===== src/rtl/unimodal_peak_search_top_assert.svh =====
// Assertion macros for the peak search block.
// They use the enclosing module's clk and rst_n.
`ifndef UNIMODAL_PEAK_SEARCH_TOP_ASSERT_SVH
`define UNIMODAL_PEAK_SEARCH_TOP_ASSERT_SVH

// Same-cycle implication.
`define UPS_ASSERT_NOW(label, ante, cons) \
  label: assert property (@(posedge clk) disable iff (!rst_n) (ante) |-> (cons)) \
    else $error("%m: same-cycle check failed");

// Next-cycle implication.
`define UPS_ASSERT_NEXT(label, ante, cons) \
  label: assert property (@(posedge clk) disable iff (!rst_n) (ante) |=> (cons)) \
    else $error("%m: next-cycle check failed");

`endif


===== src/rtl/ups_pkg.sv =====
`default_nettype none

package ups_pkg;

  localparam int OPCODE_W = 1;
  localparam int SAMPLE_W = 32;
  localparam int KIND_W   = 2;
  localparam int RINDEX_W = 32;

  typedef enum logic [OPCODE_W-1:0] {
    OP_START = 1'b0,
    OP_REPLY = 1'b1
  } op_t;

  typedef enum logic [KIND_W-1:0] {
    KIND_PROBE  = 2'd0,
    KIND_PEAK   = 2'd1,
    KIND_NODROP = 2'd2
  } kind_t;

  // request handed from the input register to the core
  typedef struct packed {
    logic                fire;
    op_t                 op;
    logic [SAMPLE_W-1:0] value;
  } ups_cmd_t;

  // result the core would produce for the held request
  typedef struct packed {
    logic                emit;
    kind_t               kind;
    logic [RINDEX_W-1:0] index;
    logic                busy;
  } ups_res_t;

endpackage

`default_nettype wire


===== src/rtl/ups_core.sv =====
`default_nettype none

module ups_core import ups_pkg::*; #(
  parameter int INDEX_BITS = 32,
  parameter int VALUE_BITS = 32
) (
  input  logic     clk,
  input  logic     rst_n,
  input  ups_cmd_t cmd,
  output ups_res_t res
);

  localparam int EXP_BITS = $clog2(INDEX_BITS);

  typedef enum logic [2:0] {
    PH_IDLE, PH_EXP, PH_LEFT, PH_RIGHT, PH_MID
  } phase_t;

  typedef enum logic [1:0] {
    SL_NONE = 2'd0,
    SL_RISE = 2'd1,
    SL_FALL = 2'd2
  } slope_t;

  phase_t                phase_r, phase_nxt;
  slope_t                slope_r, slope_nxt;
  logic [EXP_BITS-1:0]   exp_r, exp_nxt;
  logic [VALUE_BITS-1:0] last_val_r, last_val_nxt;
  logic [VALUE_BITS-1:0] lv_r, lv_nxt;
  logic [VALUE_BITS-1:0] rv_r, rv_nxt;
  logic [INDEX_BITS-1:0] pt_before_r, pt_before_nxt;
  logic [INDEX_BITS-1:0] pt_two_r, pt_two_nxt;
  logic [INDEX_BITS-1:0] lo_r, lo_nxt;
  logic [INDEX_BITS-1:0] hi_r, hi_nxt;

  logic [VALUE_BITS-1:0] v;
  logic [INDEX_BITS-1:0] mid_cur;
  logic [INDEX_BITS-1:0] probe;
  logic [INDEX_BITS-1:0] next_probe;
  logic [EXP_BITS:0]     exp_inc;
  logic                  nodrop;
  logic                  rise;
  logic [INDEX_BITS-1:0] mv_lo, mv_hi;
  logic [INDEX_BITS:0]   exp_step, mv_step;
  logic                  emit;
  kind_t                 kind;
  logic [INDEX_BITS-1:0] ridx;

  // {narrow, mid} for a binary step over [lo, hi]
  function automatic logic [INDEX_BITS:0] bin_step(input logic [INDEX_BITS-1:0] lo,
                                                   input logic [INDEX_BITS-1:0] hi);
    logic [INDEX_BITS-1:0] span;
    span = hi - lo;
    return {(span <= INDEX_BITS'(2)), lo + (span >> 1)};
  endfunction

  assign v          = VALUE_BITS'(cmd.value);
  assign mid_cur    = lo_r + ((hi_r - lo_r) >> 1);
  assign probe      = INDEX_BITS'(1) << exp_r;
  assign exp_inc    = {1'b0, exp_r} + (EXP_BITS+1)'(1);
  assign nodrop     = (exp_inc >= (EXP_BITS+1)'(INDEX_BITS));
  assign next_probe = INDEX_BITS'(1) << exp_inc[EXP_BITS-1:0];
  assign exp_step   = bin_step(pt_two_r, probe);

  // bound move: right side of the slope rises when left < right
  assign rise     = (phase_r == PH_RIGHT) ? (lv_r < v) : (lv_r < rv_r);
  assign mv_lo    = rise ? mid_cur : lo_r;
  assign mv_hi    = rise ? hi_r : mid_cur;
  assign mv_step  = bin_step(mv_lo, mv_hi);

  always_comb begin
    phase_nxt     = phase_r;
    slope_nxt     = slope_r;
    exp_nxt       = exp_r;
    last_val_nxt  = last_val_r;
    lv_nxt        = lv_r;
    rv_nxt        = rv_r;
    pt_before_nxt = pt_before_r;
    pt_two_nxt    = pt_two_r;
    lo_nxt        = lo_r;
    hi_nxt        = hi_r;
    emit          = 1'b0;
    kind          = KIND_PROBE;
    ridx          = '0;

    if (cmd.op == OP_START) begin
      phase_nxt     = PH_EXP;
      slope_nxt     = SL_NONE;
      exp_nxt       = '0;
      last_val_nxt  = '0;
      lv_nxt        = '0;
      rv_nxt        = '0;
      pt_before_nxt = '0;
      pt_two_nxt    = '0;
      lo_nxt        = '0;
      hi_nxt        = '0;
      emit          = 1'b1;
      ridx          = INDEX_BITS'(1);
    end else begin
      case (phase_r)
        PH_EXP: begin
          emit = 1'b1;
          if ((exp_r != '0) && (last_val_r > v)) begin
            lo_nxt    = pt_two_r;
            hi_nxt    = probe;
            slope_nxt = SL_NONE;
            if (exp_step[INDEX_BITS]) begin
              phase_nxt = PH_IDLE;
              kind      = KIND_PEAK;
              ridx      = exp_step[INDEX_BITS-1:0];
            end else begin
              phase_nxt = PH_LEFT;
              ridx      = exp_step[INDEX_BITS-1:0] - INDEX_BITS'(1);
            end
          end else begin
            last_val_nxt  = v;
            pt_two_nxt    = pt_before_r;
            pt_before_nxt = probe;
            exp_nxt       = exp_inc[EXP_BITS-1:0];
            if (nodrop) begin
              phase_nxt = PH_IDLE;
              kind      = KIND_NODROP;
            end else begin
              ridx = next_probe;
            end
          end
        end
        PH_LEFT: begin
          lv_nxt    = v;
          phase_nxt = PH_RIGHT;
          emit      = 1'b1;
          ridx      = mid_cur + INDEX_BITS'(1);
        end
        PH_RIGHT, PH_MID: begin
          emit = 1'b1;
          if (phase_r == PH_RIGHT) begin
            rv_nxt = v;
          end
          if ((phase_r == PH_RIGHT) && (lv_r == v)) begin
            // flat top between the neighbors
            phase_nxt = PH_IDLE;
            kind      = KIND_PEAK;
            ridx      = mid_cur;
          end else if ((phase_r == PH_RIGHT) &&
                       (((lv_r < v) && (slope_r == SL_FALL)) ||
                        ((lv_r > v) && (slope_r == SL_RISE)))) begin
            // slope flipped: look at mid itself
            phase_nxt = PH_MID;
            ridx      = mid_cur;
          end else if ((phase_r == PH_MID) && (v > lv_r) && (v > rv_r)) begin
            phase_nxt = PH_IDLE;
            kind      = KIND_PEAK;
            ridx      = mid_cur;
          end else begin
            lo_nxt    = mv_lo;
            hi_nxt    = mv_hi;
            slope_nxt = rise ? SL_RISE : SL_FALL;
            if (mv_step[INDEX_BITS]) begin
              phase_nxt = PH_IDLE;
              kind      = KIND_PEAK;
              ridx      = mv_step[INDEX_BITS-1:0];
            end else begin
              phase_nxt = PH_LEFT;
              ridx      = mv_step[INDEX_BITS-1:0] - INDEX_BITS'(1);
            end
          end
        end
        default: begin
          emit = 1'b0;  // reply while idle is dropped
        end
      endcase
    end
  end

  always_ff @(posedge clk) begin
    if (!rst_n) begin
      phase_r     <= PH_IDLE;
      slope_r     <= SL_NONE;
      exp_r       <= '0;
      last_val_r  <= '0;
      lv_r        <= '0;
      rv_r        <= '0;
      pt_before_r <= '0;
      pt_two_r    <= '0;
      lo_r        <= '0;
      hi_r        <= '0;
    end else if (cmd.fire) begin
      phase_r     <= phase_nxt;
      slope_r     <= slope_nxt;
      exp_r       <= exp_nxt;
      last_val_r  <= last_val_nxt;
      lv_r        <= lv_nxt;
      rv_r        <= rv_nxt;
      pt_before_r <= pt_before_nxt;
      pt_two_r    <= pt_two_nxt;
      lo_r        <= lo_nxt;
      hi_r        <= hi_nxt;
    end
  end

  assign res.emit  = emit;
  assign res.kind  = kind;
  assign res.index = RINDEX_W'(ridx);
  assign res.busy  = (phase_r != PH_IDLE);

endmodule

`default_nettype wire


===== config.mk =====
export PLATFORM = sky130hd
export DESIGN_NAME = ups_core
export DESIGN_NICKNAME = d
export VERILOG_FILES = /design/src/rtl/unimodal_peak_search_top_assert.svh /design/src/rtl/ups_pkg.sv /design/src/rtl/ups_core.sv
export SDC_FILE = /design/constraint.sdc
export NUM_CORES = 1
export LEC_CHECK = 0
export BUFFER_PORTS_ARGS = -buffer_cell sky130_fd_sc_hd__clkbuf_2
export CAP_MARGIN = 10
export CORE_MARGIN = 4
export CORE_UTILIZATION = 60
export DETAILED_ROUTE_END_ITERATION = 6
export PLACE_DENSITY = 0.8
export RECOVER_POWER = 50
export SYNTH_ARGS = -nofsm -noshare
export SYNTH_HDL_FRONTEND = slang
export SYNTH_SLANG_ARGS = --single-unit

===== constraint.sdc =====
create_clock -name clk -period 17.1 [get_ports clk]
set_clock_uncertainty 0.05 [all_clocks]
set_input_delay 3.42 -clock clk [delete_from_list [all_inputs] [get_ports clk]]
set_output_delay 3.42 -clock clk [all_outputs]
set_load 0.03 [all_outputs]

==> flow_summary.json <==
{
  "cap_viol_max_count": 7,
  "initial_utilization_pct": 60.71,
  "seq_area_frac_synth_pct": 17.45,
  "grt-ovfl-total": 0,
  "p_seq_share_pct": 27.5,
  "timing.final.ws_setup_ns": 0.5416,
  "routed_wl_um": 83290,
  "peakVddDrop_mv": 0.08673,
  "fin_tns_setup_ns": 0,
  "n_antenna_cell": 0,
  "clk_latency_ns": 0.57,
  "track_usage_pct": 33.31,
  "critPathSlowestCell": "or4_4",
  "die_area_sq_um": 48190,
  "placedCellCount": 4228,
  "grt_pass1_vias": 25060,
  "clock-sinks": 234,
  "place_congestion": 0.9875,
  "ys.flop_type": "dfxtp_1",
  "p_int_mw": 1.238,
  "grt_pass1_wl_um": 131000,
  "synth-async-reset-ratio_pct": 0,
  "place_area_sq_um": 27570,
  "power_switching_uw": 771.8,
  "crit_top_cell": "a21oi_1",
  "rows": 77,
  "drtAntennaViolNets": 0,
  "final_nets": 4034,
  "r2r_start": "lo_r[1]",
  "p_leak_nw": 11.72,
  "finalHoldViolations": 0,
  "pin_count": 72,
  "finalNonFillerCells": 4279,
  "status": "finished, violations left",
  "htree_levels": 1,
  "cts-buffers-inserted": 27,
  "violations": "capacitance limit, slew limit",
  "synthesis.nets": 4073,
  "sw_frac_of_total_pct": 38.40,
  "grt_max_degree": 125,
  "critPathKind": "in -> out",
  "drive_gt1_share_pct": 5.913,
  "setup_viol": 0,
  "combPwrFrac_pct": 41.6,
  "synth_area_sq_um": 26850,
  "dp_slack_ns": 0.4372,
  "stdcell_area_sq_um": 28510,
  "yosys_warnings": 0,
  "path_max_fanout": 11,
  "cts.reportedPaths.clkPinSlew_ns": 0.05,
  "relSlewSlack_pct": -161.9,
  "hp-class": "reg -> reg",
  "min_to": "rv_r[28]",
  "ctsHoldBuffers": 0,
  "rsz0062_at_grt": "false",
  "nFillCells": 3982,
  "layout_common_cells": "384 x nand2_1, 322 x ha_1, 285 x inv_1, 267 x a21oi_1, 257 x nor2_1",
  "layout_commonest_cell": "nand2_1",
  "vias_per_cell": 6.332,
  "die_x_um": 219.5,
  "finalMaxSlewViolations": 322,
  "port_buffers": 71,
  "critPathRequiredTime_ns": 13.63,
  "drt_iter0_markers": 2557,
  "r2r_cells": 40,
  "yosys.cell_types.count": 104,
  "syn_area_per_cell_sq_um": 7.238,
  "r2r_end": "phase_r[1]",
  "max_clock_freq_ghz": 0.06039,
  "area_growth_pct": 6.208,
  "ys_ff_latch": 234,
  "pwr_density_cell_nw_per_um2": 70.50,
  "cp.arrival_ns": 13.09,
  "start_kind": "input port",
  "worstHoldStart": "rv_r[28]",
  "drc": 0,
  "coreArea_sq_um": 44220,
  "cts_tree": "yes",
  "period_share_pct": 96.83,
  "vias": 27100,
  "fin_crit_ns": 16.56,
  "worst_slew_pin_slew_ns": 3.928,
  "slowest_delay_ns": 0.47,
  "r2r_slack_ns": 6.70,
  "endpoint_kind": "output port",
  "clockRootBuffer": "clkbuf_16",
  "die_h_um": 219.5,
  "hpwlAfterDp_um": 62930,
  "wl_per_cell_um": 19.47,
  "antenna_found_initial": 0,
  "dr.pass1.iters": 7,
  "pwr-share-clk_pct": 30.8,
  "postSynthCellCount": 3709,
  "min_path_cells": 2,
  "clock_path_buffers": 3,
  "regArea_sq_um": 4684,
  "synth_edf_count": 0,
  "multi_input_area_sq_um": 20490
}
flip-flops by register name, indices dropped and copies added, names as in the netlist:
name / count
exp_r: 5
hi_r: 32
last_val_r: 32
lo_r: 32
lv_r: 32
phase_r: 3
pt_before_r: 32
pt_two_r: 32
rv_r: 32
slope_r: 2
layer usage:
| layer | vias to the layer above | wire length (um) | track usage (%) |
|---|---|---|---|
| met5 | - | 0 | 0 |
| met4 | 0 | 3244 | 11.90 |
| met3 | 222 | 8736 | 7.033 |
| met2 | 1257 | 36360 | 53.22 |
| met1 | 12410 | 34950 | 44.52 |
| li1 | 13210 | - | - |
synthesized netlist by cell type (23+ instances only):
cell         n  area [sq um]
o2111ai_1   35         306.5
nor2b_1    146         913.4
and3_1      45         281.5
o21a_1      39         292.8
inv_1      285          1070
o21ai_0    203          1016
clkbuf_1   152         570.6
nor2_1     259         972.2
a21o_1      62         465.5
a21oi_1    269          1346
nand2_1    385          1445
nand3_1    132         660.6
nand4_1     62         387.9
a21boi_0   146          1096
nand2b_1    53         331.6
nor4_1      30         187.7
nor3_1      74         370.4
and2_1      50         312.8
xor2_1      85         744.5
or2_2       23         143.9
a211oi_1    39         292.8
ha_1       322          4029
a31oi_1     24         150.1
dfxtp_1    234          4684
o211ai_1    23         172.7
or3_1       29         181.4
a22oi_1     77         578.1
xnor2_1    133          1165
worst max-delay path: cells and delay by family:
family | cells | cell delay (ns)
and+or+nand+nor | 11 | 2.93
xor gates and xnor gates | 3 | 0.46
muxes | 1 | 0.26
adders and majority gates | 4 | 1.27
AOI/OAI and AO/OA | 17 | 4.12
buffers and inverters | 4 | 0.60
power by group through the flow:
stage | Combinational (mW) | Clock, mW | Sequential (mW)
after floorplan | 0.630 | 0 | 0.564
after global placement | 0.792 | 0 | 0.565
after detailed placement | 0.796 | 0 | 0.565
after CTS | 0.803 | 0.626 | 0.553
after global routing | 0.913 | 0.650 | 0.554
final | 0.837 | 0.620 | 0.553
stage by stage:
step	util, %	power (mW)	hold WS (ns)
global placement	62.34	1.357	0.4013
floorplan	-	1.194	0.3935
detailed placement	62.34	1.361	0.4079
global route	64.48	2.116	0.4346
finish	64.48	2.010	0.4137
CTS	64.42	1.983	0.4159
worst max-delay path by stage:
stage	from	end	slack, ns	cells past startpoint
global placement	cmd[17]	res[32]	0.58	39
detailed placement	cmd[17]	res[32]	0.44	39
CTS	cmd[17]	res[32]	0.39	39
finish	cmd[17]	res[32]	0.54	40
floorplan	cmd[17]	res[32]	1.00	38
global route	cmd[19]	res[32]	0.02	40
area by class of cell:
type                            count  share of cell area, %
Timing Repair Buffer              106                  2.150
Clock buffer                       36                  2.664
Sequential cell                   234                  16.43
Tap cell                          592                  2.598
Inverter                          285                  3.752
Multi-Input combinational cell   3016                  71.85
Clock inverter                     10                 0.5529
what timing repair did:
action | in CTS | in global routing
buffers inserted | 0 | 4
resized for setup | 0 | 4
setup endpoints to repair | 0 | 2
kinds of logic after synthesis:
logic type	share of synthesized area, %
adders and majority gates	15.72
DFF	17.45
xor gates and xnor gates	7.261
muxes	0.8995
AOI/OAI and AO/OA	27.20
and+or+nand+nor	24.93
buffers and inverters	6.534
(Power assumes the default switching activity.)
